$ cat src/hdl/cla_pkg.sv
// ----------------------------------------------------------------------------
// cla_pkg: shared types and constants of the line assembler
// Action and result kind codes, controller states, the command and status
// bundles between controller and datapath, and the character constants.
// ----------------------------------------------------------------------------
`default_nettype none

package cla_pkg;

    typedef enum logic [1:0] {
        ACT_RX     = 2'd0,
        ACT_READ   = 2'd1,
        ACT_PROMPT = 2'd2,
        ACT_FLUSH  = 2'd3
    } t_action;

    typedef enum logic [2:0] {
        K_BYTE   = 3'd0,
        K_NOLINE = 3'd1,
        K_EMPTY  = 3'd2,
        K_PROMPT = 3'd3,
        K_FLUSH  = 3'd4
    } t_kind;

    typedef enum logic [2:0] {
        ST_IDLE,
        ST_RX,
        ST_RX_BYTE,
        ST_RD_LEN,
        ST_STREAM,
        ST_SINGLE
    } t_state;

    localparam logic [7:0] CH_CR     = 8'h0D;
    localparam logic [7:0] CH_LF     = 8'h0A;
    localparam logic [7:0] CH_PROMPT = 8'h3E;
    localparam logic [7:0] CH_SPACE  = 8'h20;

    localparam int CNT_W   = 7;
    localparam int MAX_OUT = 64;

    typedef struct packed {
        logic capture;
        logic set_prompt;
        logic cut;
        logic rx_byte;
        logic stream_start;
        logic stream;
        logic load_single;
        logic finish;
    } t_cmd;

    typedef struct packed {
        t_action act;
        logic    is_prompt;
        logic    is_drop;
        logic    need_cut;
        logic    slot_free;
        logic    n_zero;
        logic    out_free;
        logic    stream_done;
    } t_stat;

endpackage

`default_nettype wire

$ cat src/hdl/cla_ctrl.sv
// ----------------------------------------------------------------------------
// cla_ctrl: sequencing controller of the line assembler
// Takes one item at a time and steps the datapath through receive, line
// read-out and single-result sequences.
// ----------------------------------------------------------------------------
`default_nettype none

module cla_ctrl (
    input  wire logic             i_clk,
    input  wire logic             i_rst_n,
    input  wire logic             i_in_valid,
    input  wire cla_pkg::t_action i_action,
    output logic                  o_in_ready,
    input  wire cla_pkg::t_stat   i_stat,
    output cla_pkg::t_cmd         o_cmd
);

    import cla_pkg::*;

    t_state r_state;
    t_state n_state;

    always_ff @(posedge i_clk) begin
        if (!i_rst_n) begin
            r_state <= ST_IDLE;
        end else begin
            r_state <= n_state;
        end
    end

    // next state
    always_comb begin
        n_state = r_state;
        unique case (r_state)
            ST_IDLE: begin
                if (i_in_valid) begin
                    unique case (i_action) inside
                        ACT_RX:                n_state = ST_RX;
                        ACT_READ:              n_state = ST_RD_LEN;
                        ACT_PROMPT, ACT_FLUSH: n_state = ST_SINGLE;
                        default:               n_state = ST_IDLE;
                    endcase
                end
            end
            ST_RX: begin
                if (i_stat.is_prompt || i_stat.is_drop) begin
                    n_state = ST_IDLE;
                end else if (i_stat.need_cut) begin
                    n_state = ST_RX_BYTE;
                end else begin
                    n_state = ST_IDLE;
                end
            end
            ST_RX_BYTE: n_state = ST_IDLE;
            ST_RD_LEN: begin
                if (i_stat.slot_free || i_stat.n_zero) begin
                    n_state = ST_SINGLE;
                end else begin
                    n_state = ST_STREAM;
                end
            end
            ST_STREAM: begin
                if (i_stat.stream_done) begin
                    n_state = ST_IDLE;
                end
            end
            ST_SINGLE: begin
                if (i_stat.out_free) begin
                    n_state = ST_IDLE;
                end
            end
            default: n_state = ST_IDLE;
        endcase
    end

    // outputs
    always_comb begin
        o_cmd      = '0;
        o_in_ready = 1'b0;
        unique case (r_state)
            ST_IDLE: begin
                o_in_ready    = 1'b1;
                o_cmd.capture = i_in_valid;
            end
            ST_RX: begin
                if (i_stat.is_prompt) begin
                    o_cmd.set_prompt = 1'b1;
                end else if (i_stat.is_drop) begin
                    o_cmd = '0;
                end else if (i_stat.need_cut) begin
                    o_cmd.cut = 1'b1;
                end else begin
                    o_cmd.rx_byte = 1'b1;
                end
            end
            ST_RX_BYTE: o_cmd.rx_byte = 1'b1;
            ST_RD_LEN: begin
                o_cmd.stream_start = !(i_stat.slot_free || i_stat.n_zero);
            end
            ST_STREAM: begin
                o_cmd.stream = 1'b1;
                o_cmd.finish = i_stat.stream_done;
            end
            ST_SINGLE: begin
                o_cmd.load_single = i_stat.out_free;
                o_cmd.finish      = i_stat.out_free;
            end
            default: o_cmd = '0;
        endcase
    end

endmodule

`default_nettype wire

$ cat config.mk
export PLATFORM = sky130hd
export DESIGN_NAME = cla_ctrl
export DESIGN_NICKNAME = d
export VERILOG_FILES = /design/src/hdl/cla_pkg.sv /design/src/hdl/cla_ctrl.sv
export SDC_FILE = /design/constraint.sdc
export NUM_CORES = 1
export LEC_CHECK = 0
export BUFFER_PORTS_ARGS = -buffer_cell sky130_fd_sc_hd__buf_2
export CORE_AREA = 2 2 39 41
export DETAILED_ROUTE_END_ITERATION = 6
export DIE_AREA = 0 0 41 43
export GPL_ROUTABILITY_DRIVEN = 0
export GPL_TIMING_DRIVEN = 0
export SLEW_MARGIN = 20
export SYNTH_ARGS = -nofsm -noshare
export SYNTH_HDL_FRONTEND = slang
export SYNTH_SLANG_ARGS = --single-unit
$ cat constraint.sdc
create_clock -name i_clk -period 1.4 [get_ports i_clk]
set_input_delay 0.21 -clock i_clk [delete_from_list [all_inputs] [get_ports i_clk]]
set_output_delay 0.21 -clock i_clk [all_outputs]
set_load 0.005 [all_outputs]
# Word-level counts from Yosys, hierarchy flattened
# Index checks and enable logic that the tools add are counted.
# W data, S select, Z words.
dict set report totals {
  register_bits 3
  latch_bits 0
  ram_bits 0
  mem_bits_ro 0
  inputBits 14
  mem_count 0
}
dict set report classes {
  n_addsub 0
  mul 0
  n_div 0
  magnitude_cmp 0
  eq_ne 11
  shifts 0
  mux 21
  n_bitwise 0
  n_reduce_logical 7
}
# operator count
set op_table {}
lappend op_table {{$pmux W3 S5} 1}
lappend op_table {{$mux W3} 3}
lappend op_table {{$pmux W3 S3} 1}
lappend op_table {{$mux W2} 4}
lappend op_table {{$pmux W1 S2} 4}
lappend op_table {{$eq A3 B2 Y1 const B} 2}
lappend op_table {{$eq A3 B3 Y1 const B} 2}
lappend op_table {{$mux W1} 6}
lappend op_table {{$mux W6} 1}
lappend op_table {{$ne A2 B2 Y1 const B} 3}
lappend op_table {{$eq A2 B2 Y1 const B} 2}
lappend op_table {{$eq A3 B1 Y1 const B} 1}
lappend op_table {{$logic_not A3 Y1} 1}
lappend op_table {{$pmux W1 S3} 1}
lappend op_table {{$reduce_and A3 Y1} 1}
lappend op_table {{$eq A2 B1 Y1 const B} 1}
lappend op_table {{$logic_not A2 Y1} 1}
lappend op_table {{$logic_or A1 B1 Y1} 2}
lappend op_table {{$reduce_or A2 Y1} 1}
lappend op_table {{$logic_not A1 Y1} 1}

# Longest topological paths before layout
dict set report logic_depth {
  word_depth 5
  ltp_mapped 5
}

# Worst setup path before layout
# OpenSTA, ideal clock, no wires.
dict set report synth_timing {
  path_kind {flip-flop to flip-flop}
  start {register r_state[2]}
  end {register r_state[1]}
  t_arrival_ps 1164
  required_time_ps 1340
  slack_ps 176
  stages_incl_launch_ff 5
  n_path_buf 1
  synth_period_minus_slack_ps 1224
  cell_sequence {dfxtp_1 -> buf_2 -> or3_4 -> nor3b_2 -> o221a_1}
}
dict set report synth_via {
  elab_chain_cells 3
  word_cells_on_any_way 10
}
# item line
set synth_lines {}
lappend synth_lines {{start: declaration} cla_ctrl.sv:20} ;# t_state r_state;
lappend synth_lines {{start signal: assignment} cla_ctrl.sv:27} ;# r_state <= n_state;
lappend synth_lines {{$eq A3 B3 Y1 or $logic_not A3 Y1 (tied branches)} cla_ctrl.sv:34} ;# unique case (r_state)
lappend synth_lines {{$ne A2 B2 Y1 (no source line)} --}
lappend synth_lines {{$reduce_and A3 Y1 (no source line)} --}
# Parallel ways exist; a longest one is shown, timed or not.
# A chain may end at the register's enable or synchronous reset.

==> reports/metrics.csv <==
stage,metric,value,unit
critical_path,Crit. End Element,output port,
flow_run,Max-Cap Viols,0,
global_route,antenna violations before repair,0,
floorplanning,Die X-Extent,41,um
yosys,most repeated cell in the gate-level netlist after synthesis,nor2_1,
route,via-per-instance ratio,4.64,
sta,achievable frequency,0.713,GHz
critical_path,Reg-to-Reg Start,r_state[1],
route,1st-iter DRT viols,8,
cells_and_area,Largest register FFs,3,
yosys,"post-synthesis share of cell area spent on full adders, half adders and majority gates",0,%
yosys,synthesized area per cell,7.01,sq um
clock_tree,TritonCTS clock tree,done,
route,WL per Instance,10.9,um
yosys,cell area after synthesis,280,sq um
floorplanning,# IOs,23,
yosys,register bit count reported by yosys,3,
critical_path,kind of cell adding the most delay to the critical path,simple AND/OR/NAND/NOR gates,
clock_tree,clock edge transition at the registers on the reported setup and hold paths,0.04,ns
place,worst setup timing slack at the placement stage,0.0648,ns
sta,total setup violations reported at the end of the flow,1,
sta,worst hold-check slack,0.226,ns
global_route,wire length of the first global-routing pass,1390,um
clock_tree,Clock Latency Late Sink,0.24,ns
sta,normalized max-slew margin,86.7,%
worst_hold_path,"Endpoint, Worst Hold",r_state[0],
sta,number of hold violations in the final report,0,
yosys,proportion of netlist area held by the largest area contributor,21.4,%
cells_and_area,final cell count without fillers,81,
critical_path,reg-to-reg setup timing slack,0.04,ns
yosys,"Async S/R FF share, synth",0,%
yosys,number of warning messages in the yosys log,0,
clock_tree,clk root buf,clkbuf_4,
cells_and_area,number of diodes added for antenna fixing,0,
clock_tree,CTS buffer count,3,
global_route,pin count of the biggest net entering global routing,11,
yosys,Synthesized Nets,54,
route,WL final,883,um
worst_hold_path,worst hold path startpoint,i_rst_n,
pwr,worst voltage drop across the vdd grid,0.000412,V
yosys,sequential element share of the synthesized area,21.4,%
yosys,Post-synth EDFFs,0,
pwr,power per standard cell area,864,mW/mm^2
worst_hold_path,hold depth,2,
critical_path,FF-to-FF path depth,4,
route,drt drc,0,
yosys,Compound-Gate Fraction of Synth Area,25.4,%
sta,RSZ-0062 raised after global routing,yes,
critical_path,crit path max-delay cell type,or3_4,
yosys,Netlist cell types,23,
floorplanning,Chip Height,43,um
worst_hold_path,class of the worst hold path,in -> reg,
yosys,"share of synthesized cell area in and, or, nand and nor gates",45.5,%
critical_path,kind of critical path,reg -> out,
floorplanning,number of standard-cell rows in the floorplan,14,
yosys,main combinational cell family by area after synthesis,simple AND/OR/NAND/NOR gates,
route,vias after detailed routing,376,
place,HPWL Detailed,609,um
critical_path,maximum fanout along the worst path,4,
clock_tree,buffer depth of the longest clock path,2,
critical_path,Worst Path Required,1.19,ns
cells_and_area,register with the most flip-flops,r_state,
place,number of cells in the design after placement,76,
floorplanning,Die Outline Area,0.00176,sq mm
cells_and_area,area growth from synthesis to final layout,74.1,%
critical_path,crit path DAT,1.19,ns
route,number of iterations in the first detailed-routing pass,4,
cells_and_area,biggest regs,r_state x3,
clock_tree,clock sinks,3,
sta,Worst Clk Skew,0.00238,ns
global_route,via count of the first global-routing pass,347,
sta,final period utilization,100,%
critical_path,worst path buffer plus inverter count,1,
critical_path,type of element launching the critical path,register,
route,remaining antenna violation count,0,
place,Port-buffer cells,20,
floorplanning,Initial Utilization,20.3,%
sta,fin worst setup slack,-0.00198,ns
critical_path,capturing point of the worst reg2reg path,r_state[1],
yosys,top post-synthesis cells by area,"dfxtp_1, nor2_1, o221a_1",
sta,Final Critical Period,1.40,ns
pwr,static leakage power,0.246,nW
run_status,violations in the final reports,negative setup slack,
critical_path,largest stage delay on the critical path,0.41,ns
clock_tree,number of levels the H-tree was split into,1,
global_route,total global routing overflow,0,
yosys,top_reg_cell synth,dfxtp_1,
yosys,Post-Synth XOR/XNOR Area,0,%
cells_and_area,layout net count,80,
sta,worst slew pin tran,0.199,ns
sta,max-slew violation count,0,
yosys,Post-Synthesis Cells,40,
pwr,total power after layout,422,uW
critical_path,CP Cell Sequence,or3_4 > nor2_2 > buf_2,
place,area post-placement,400,sq um
yosys,largest area contributor in the netlist,dfxtp_1,
global_route,GRT Util Overall,11.8,%
cells_and_area,layout cell share with drive strength beyond 1,56.9,%
yosys,synth cell count leaders,"nor2_1, a21oi_1, dfxtp_1, nand2_1, nand2b_1",
run_status,run status,finished with violations,
floorplanning,floorplan core area,0.00138,sq mm
cells_and_area,area of all placed cells without fillers,488,sq um
yosys,mux share of post-synthesis cell area,0,%
worst max path at each step:
stage	slack, ns	end	start	cells after the start
after CTS	-0.01	o_cmd[7]	r_state[1]	3
after global routing	-0.06	o_cmd[7]	r_state[1]	3
final	-0.002	o_cmd[7]	r_state[1]	3
after floorplan	0.18	r_state[1]	r_state[2]	4
after detailed placement	0.06	r_state[1]	r_state[2]	4
after global placement	0.09	r_state[1]	r_state[2]	4
power breakdown:
part	internal, mW	leakage, nW	switching, mW	total (mW)
combinational	0.0854	0.204	0.0678	0.153
clock	0.107	0.0150	0.0491	0.156
sequential	0.0956	0.0264	0.0168	0.112
metal layers:
layer	global-route usage, %	up-vias	wire (um)
met4	4.00	0	0
li1	-	191	-
met5	0	-	0
met2	17.5	18	413
met1	14.1	167	397
met3	6.28	0	72
cell families (layout without fill, tap and decap cells):
group,count (synthesis),in the layout
buffers and inverters,5,30
AOI/OAI and AO/OA,10,10
DFF,3,3
and+or+nand+nor,22,22
cell usage in the layout, fill, tap and decap left out, drive strengths merged:
cell type | synthesis | routed
nand3 | 1 | 1
inv | 2 | 2
nand2b | 3 | 3
o221a | 2 | 2
and4 | 1 | 1
a21o | 1 | 1
and3b | 1 | 1
clkbuf | 1 | 5
nor4 | 1 | 1
nor2 | 7 | 7
or3 | 1 | 1
o21a | 1 | 1
dfxtp | 3 | 3
o211ai | 1 | 1
nand2 | 3 | 3
a21oi | 3 | 3
and3 | 1 | 1
nor3b | 2 | 2
buf | 2 | 23
nor3 | 1 | 1
a31oi | 1 | 1
o21ai | 1 | 1
worst reg2reg max path: cells and delay by family (launching register included):
kind / cells / cell delay [ns]
AND/OR/NAND/NOR: 2 / 0.60
flip-flops: 1 / 0.35
AO/OA/AOI/OAI: 1 / 0.20
buffers and inverters: 1 / 0.15
stage by stage:
| stage | setup TNS, ns | util, % |
|---|---|---|
| 3_3_place_gp | 0 | 28.9 |
| 2_1_floorplan | 0 | - |
| 4_1_cts | -0.0140 | 33.3 |
| 6_report | -0.00198 | 35.3 |
| 3_5_place_dp | 0 | 28.9 |
| 5_1_grt | -0.129 | 35.3 |
final cells by class:
class | count | area (sq um)
multi-input cells | 32 | 216
repair buffers | 23 | 135
flip-flops and latches | 3 | 68.8
well taps | 16 | 20.0
inverters | 2 | 7.51
plain buffers | 1 | 13.8
clock buffers | 4 | 26.3
fillers | 163 | 896
timing repair:
item | CTS | global route
setup buffers | 2 | 1
hold buffers | 0 | 0
resized for setup | 7 | 6
endpoints found under the setup margin | 7 | 5
pin swaps | 2 | 5
Note: power is estimated with default switching activity, not from simulation.
